--- src/rtl/core/edlc_pkg.sv ---
// Shared types and constants for the eight-direction link cost block.
// Used by the front end, the item queue, the back end and the top level.
package edlc_pkg;

    typedef logic [23:0] t_pix;

    // One classified window, ready for the magnitude/cost engine
    typedef struct packed {
        t_pix [8:0]  win;
        logic [11:0] row;
        logic [9:0]  col;
        logic        last;
        logic        clr;
    } t_item;

    // Configuration register indexes
    localparam logic [2:0] CFG_MODE   = 3'd0;
    localparam logic [2:0] CFG_WIDTH  = 3'd1;
    localparam logic [2:0] CFG_HEIGHT = 3'd2;
    localparam logic [2:0] CFG_RATIO  = 3'd3;
    localparam logic [2:0] CFG_MAXMAG = 3'd4;

    // sqrt(2) in Q1.16
    localparam logic [16:0] SQRT2_Q16 = 17'd92682;
    // ceil(2^21 / 3): exact divide by three for 20-bit values
    localparam logic [19:0] RECIP3 = 20'd699051;

    // floor(r * K / 3) for the remainder r of a divide by three,
    // K = 32768 on diagonal links and 4096 on axial links
    function automatic logic [14:0] rem_frac(input logic diag, input logic [1:0] r);
        logic [14:0] v;
        v = '0;
        case (r)
            2'd1:    v = diag ? 15'd10922 : 15'd1365;
            2'd2:    v = diag ? 15'd21845 : 15'd2730;
            default: v = '0;
        endcase
        return v;
    endfunction

endpackage

--- src/rtl/core/edlc_queue.sv ---
// Two-entry queue of classified windows between front and back end.
// Depends on edlc_pkg for t_item.
module edlc_queue
    import edlc_pkg::*;
(
    input  logic  i_clk,
    input  logic  i_rst_n,
    input  logic  i_push,
    input  t_item i_item,
    input  logic  i_pop,
    output t_item o_item,
    output logic  o_full,
    output logic  o_empty
);

    t_item      r_mem [2];
    logic       r_wp;
    logic       r_rp;
    logic [1:0] r_cnt;

    assign o_full  = (r_cnt == 2'd2);
    assign o_empty = (r_cnt == 2'd0);
    assign o_item  = r_mem[r_rp];

    // Store entries
    always_ff @(posedge i_clk) begin
        if (i_push) begin
            r_mem[r_wp] <= i_item;
        end
    end

    // Advance pointers and count
    always_ff @(posedge i_clk) begin
        if (!i_rst_n) begin
            r_wp  <= 1'b0;
            r_rp  <= 1'b0;
            r_cnt <= '0;
        end else begin
            if (i_push) begin
                r_wp <= !r_wp;
            end
            if (i_pop) begin
                r_rp <= !r_rp;
            end
            if (i_push && !i_pop) begin
                r_cnt <= r_cnt + 2'd1;
            end else if (i_pop && !i_push) begin
                r_cnt <= r_cnt - 2'd1;
            end
        end
    end

endmodule

--- config.mk ---
export PLATFORM = sky130hd
export DESIGN_NAME = edlc_queue
export DESIGN_NICKNAME = d
export VERILOG_FILES = /design/src/rtl/core/edlc_pkg.sv /design/src/rtl/core/edlc_queue.sv
export SDC_FILE = /design/constraint.sdc
export NUM_CORES = 1
export LEC_CHECK = 0
export ABC_AREA = 0
export BUFFER_PORTS_ARGS = -buffer_cell sky130_fd_sc_hd__buf_2
export CELL_PAD_IN_SITES_DETAIL_PLACEMENT = 0
export CELL_PAD_IN_SITES_GLOBAL_PLACEMENT = 1
export CORE_MARGIN = 4
export CORE_UTILIZATION = 45
export DETAILED_ROUTE_END_ITERATION = 8
export GPL_TIMING_DRIVEN = 0
export PLACE_DENSITY_LB_ADDON = 0.2
export RECOVER_POWER = 50
export SYNTH_ARGS = -nofsm -noshare
export SYNTH_HDL_FRONTEND = slang
export SYNTH_SLANG_ARGS = --single-unit
--- constraint.sdc ---
create_clock -name i_clk -period 14.51 [get_ports i_clk]
set_input_delay 0.7255 -clock i_clk [delete_from_list [all_inputs] [get_ports i_clk]]
set_output_delay 0.7255 -clock i_clk [all_outputs]
set_load 0.02 [all_outputs]
==> key figures <==
Outcome
  – Outcome: finished, violations left
  – Violated checks: capacitance limit, slew limit

Global route
  – Vias in the first global route: around 9.7k
  – First-pass GRT wire length: 58.2 mm
  – Largest net degree at the start of global routing: 64
  – GRT overflow: 0
  – Total GRT Usage: between 10% and 20%
  – Initial antenna violation count: 16

Worst setup path
  – Critical path capture point type: flop
  – Worst r2r src: r_wp
  – CP startpoint: i_push
  – CP required: 14650 ps
  – Crit Path Class: in2reg
  – Worst path arrival time: around 4600 ps
  – CP max FO: 38
  – Startpoint types: primary input

Clock tree
  – CTS tree: done
  – Reg clk slew, reported paths: 60 ps
  – CTS buffer count: 50
  – Sink Count: 485
  – Post-CTS Hold Fix Bufs: 0
  – Clock buffer depth: 3
  – Clock Latency Late Sink: 560 ps
  – H-tree Lvls: 2
  – Resize count post-CTS: 0
  – Root buf cell: clkbuf_16
  – Post-CTS Setup Bufs: 0

STA
  – Final setup fails: 0
  – Final Hold Slack: 340 ps
  – Worst Skew: 12.5 ps
  – Final max-slew violation count: 94
  – RSZ-0062 raised after global routing: no
  – Setup ws final: slightly above 10000 ps
  – Period utilisation layout: between 30% and 40%
  – Post-layout min period: between 4000 and 5000 ps
  – Setup TNS: 0 ps
  – Worst-Margin Slew: between 2000 and 3000 ps
  – Fmax: between 200 and 250 MHz
  – Fin. Hold Viols: 0
  – Max-slew headroom: -78.5%

Synthesis
  – Library cells used by synthesis: 18
  – Mapped Cells: 769
  – Mapped Area: between 15000 and 20000 sq um
  – Avg Inst Size Synth: 24.1 sq um
  – Sequential-to-total area share from yosys stat: 78.2%
  – Seq cells post-synth: 485
  – Syn. warnings: 0
  – Post-synth net total: between 1k and 1.5k

Hold path
  – HP Start: i_item[10]
  – Worst Hold Class: in2reg

Power
  – Peak supply drop: 102 uV
  – Static Leakage: 0.00899 uW
  – Pwr/cell area: between 100 and 150 nW/um^2

Floorplanning
  – Top Ports: roughly 490
  – Starting Density: 45.4%
  – Core ar.: 40800 sq um
  – Die Area: 44500 sq um
  – Row cnt: 74
  – Die Width: 211 microns
  – Die Y: 211 microns

Placed design
  – RePlAce Congestion: about 0.75
  – PortBufs: around 490
  – Placed cells: between 1.5k and 2k
  – Detailed placer's ending HPWL: 29.0 mm
  – Setup WS pre-CTS: 11670 ps

Final layout
  – Area Overhead vs Synth: 25.9%
  – Share of cells above drive strength 1: 54.2%
  – Filler cells: 3182
  – Layout net count: around 1.6k
  – Reg area: 14500 sq um
  – Non-Filler Instances: 1899
  – Area of the multi-input gates: 3570 sq um

Flow run
  – Max Cap Viol: 3

Routing
  – Total Routed Length: around 40 mm
  – TritonRoute pass-1 iters: 6
  – DRC: 0
  – Via count: 9170
  – Initial drt markers: 437
  – DR vias/cell: 4.83
  – Wire per inst: 21.3 microns
  – Antenna Violating Nets Remaining: 0
==> metal layers <==
| metal | vias to the layer above | wire length (microns) | part of all wire, % | GRT usage, % |
|---|---|---|---|---|
| met5 | - | 114 | 0.28 | 0 |
| met4 | 18 | 1360 | 3.4 | 7.40 |
| met3 | 94 | 4450 | 11 | 8.21 |
| met2 | 359 | 20200 | 50 | 28.6 |
| met1 | 4498 | 14300 | 35 | 19.5 |
| li1 | 4201 | - | - | - |
==> power breakdown <==
| group | switching (uW) | internal (uW) | total [uW] |
|---|---|---|---|
| Sequential | 16.5 | 1620 | 1640 |
| Clock | 502 | 716 | 1220 |
| Combinational | 244 | 203 | 447 |
| Total | 763 | 2540 | 3300 |
==> flip-flops by register name, indices dropped and copies added, names as in the netlist, named ones only <==
name / count
r_rp: 1
r_cnt: 2
r_mem: 480
r_wp: 1
==> area by class of cell <==
cell class                      instances  area share [%]
Sequential cell                       485            62.1
Tap cell                              532            2.85
Inverter                                1          0.0161
Timing Repair Buffer                  498            10.9
Antenna cell                            8          0.0857
Clock buffer                           65            5.87
Clock inverter                         27           0.857
Multi-Input combinational cell        256            15.3
Buffer                                 27            2.02
==> cells in the mapped netlist <==
cell type / n / area [sq um]
ha_1: 1 / 12.5
o21ai_0: 1 / 5.00
a21boi_0: 1 / 7.51
nor2_1: 1 / 3.75
buf_6: 1 / 11.3
buf_2: 4 / 20.0
o21a_1: 1 / 7.51
dfxtp_1: 5 / 100
nor2b_1: 3 / 18.8
inv_1: 1 / 3.75
xnor2_1: 1 / 8.76
xor2_1: 2 / 17.5
mux2_4: 200 / 3000
edfxtp_1: 480 / 14400
and2_1: 4 / 25.0
or3_1: 1 / 6.26
mux2_2: 40 / 450
buf_12: 22 / 440
==> stage by stage <==
step | util, % | area, sq um | total power (uW)
after floorplan | - | 18600 | 1980
after global placement | 53.0 | 21600 | 2150
after detailed placement | 53.8 | 22000 | 2130
after CTS | 57.6 | 23500 | 3360
after global routing | 57.2 | 23400 | 3440
final | 57.2 | 23400 | 3300
==> critical path: stages <==
cell and delay, ps:
clkbuf_1 160, and2_0 1970, clkbuf_1 1690
==> kinds of logic (layout without fill, tap and decap cells) <==
kind of cell | count (synthesis) | in the layout | share of synthesized area (%)
flops | 485 | 485 | 78.2
mux | 240 | 240 | 18.6
buf+inv | 28 | 618 | 2.56
simple gates | 9 | 9 | 0.290
compound gates | 3 | 3 | 0.108
xor+xnor | 3 | 3 | 0.142
fa+ha+maj | 1 | 1 | 0.0674
other cells | 0 | 8 | 0
==> cells in the final DEF, fill, tap and decap left out, types with 3 or more instances in the layout <==
master / synthesis / layout
diode_2: 0 / 8
clkinv_1: 0 / 13
nor2b_1: 3 / 3
dfxtp_1: 5 / 5
buf_12: 22 / 28
mux2_4: 200 / 200
edfxtp_1: 480 / 480
mux2_2: 40 / 40
and2_0: 0 / 3
buf_2: 4 / 396
clkbuf_16: 0 / 53
clkinv_2: 0 / 9
clkbuf_1: 0 / 108
buf_16: 0 / 4
bufinv_16: 0 / 3
==> worst paths after layout <==
check / endpoint / slack (ps) / cells after the start
hold reg to reg: r_cnt[1] / 540 / 2
hold / removal: r_mem[1][10] / 340 / 1
setup reg to reg: r_mem[1][238] / 10090 / 2
setup / recovery: r_mem[1][238] / 10080 / 3
No activity file was read; power rests on OpenSTA's default activity.
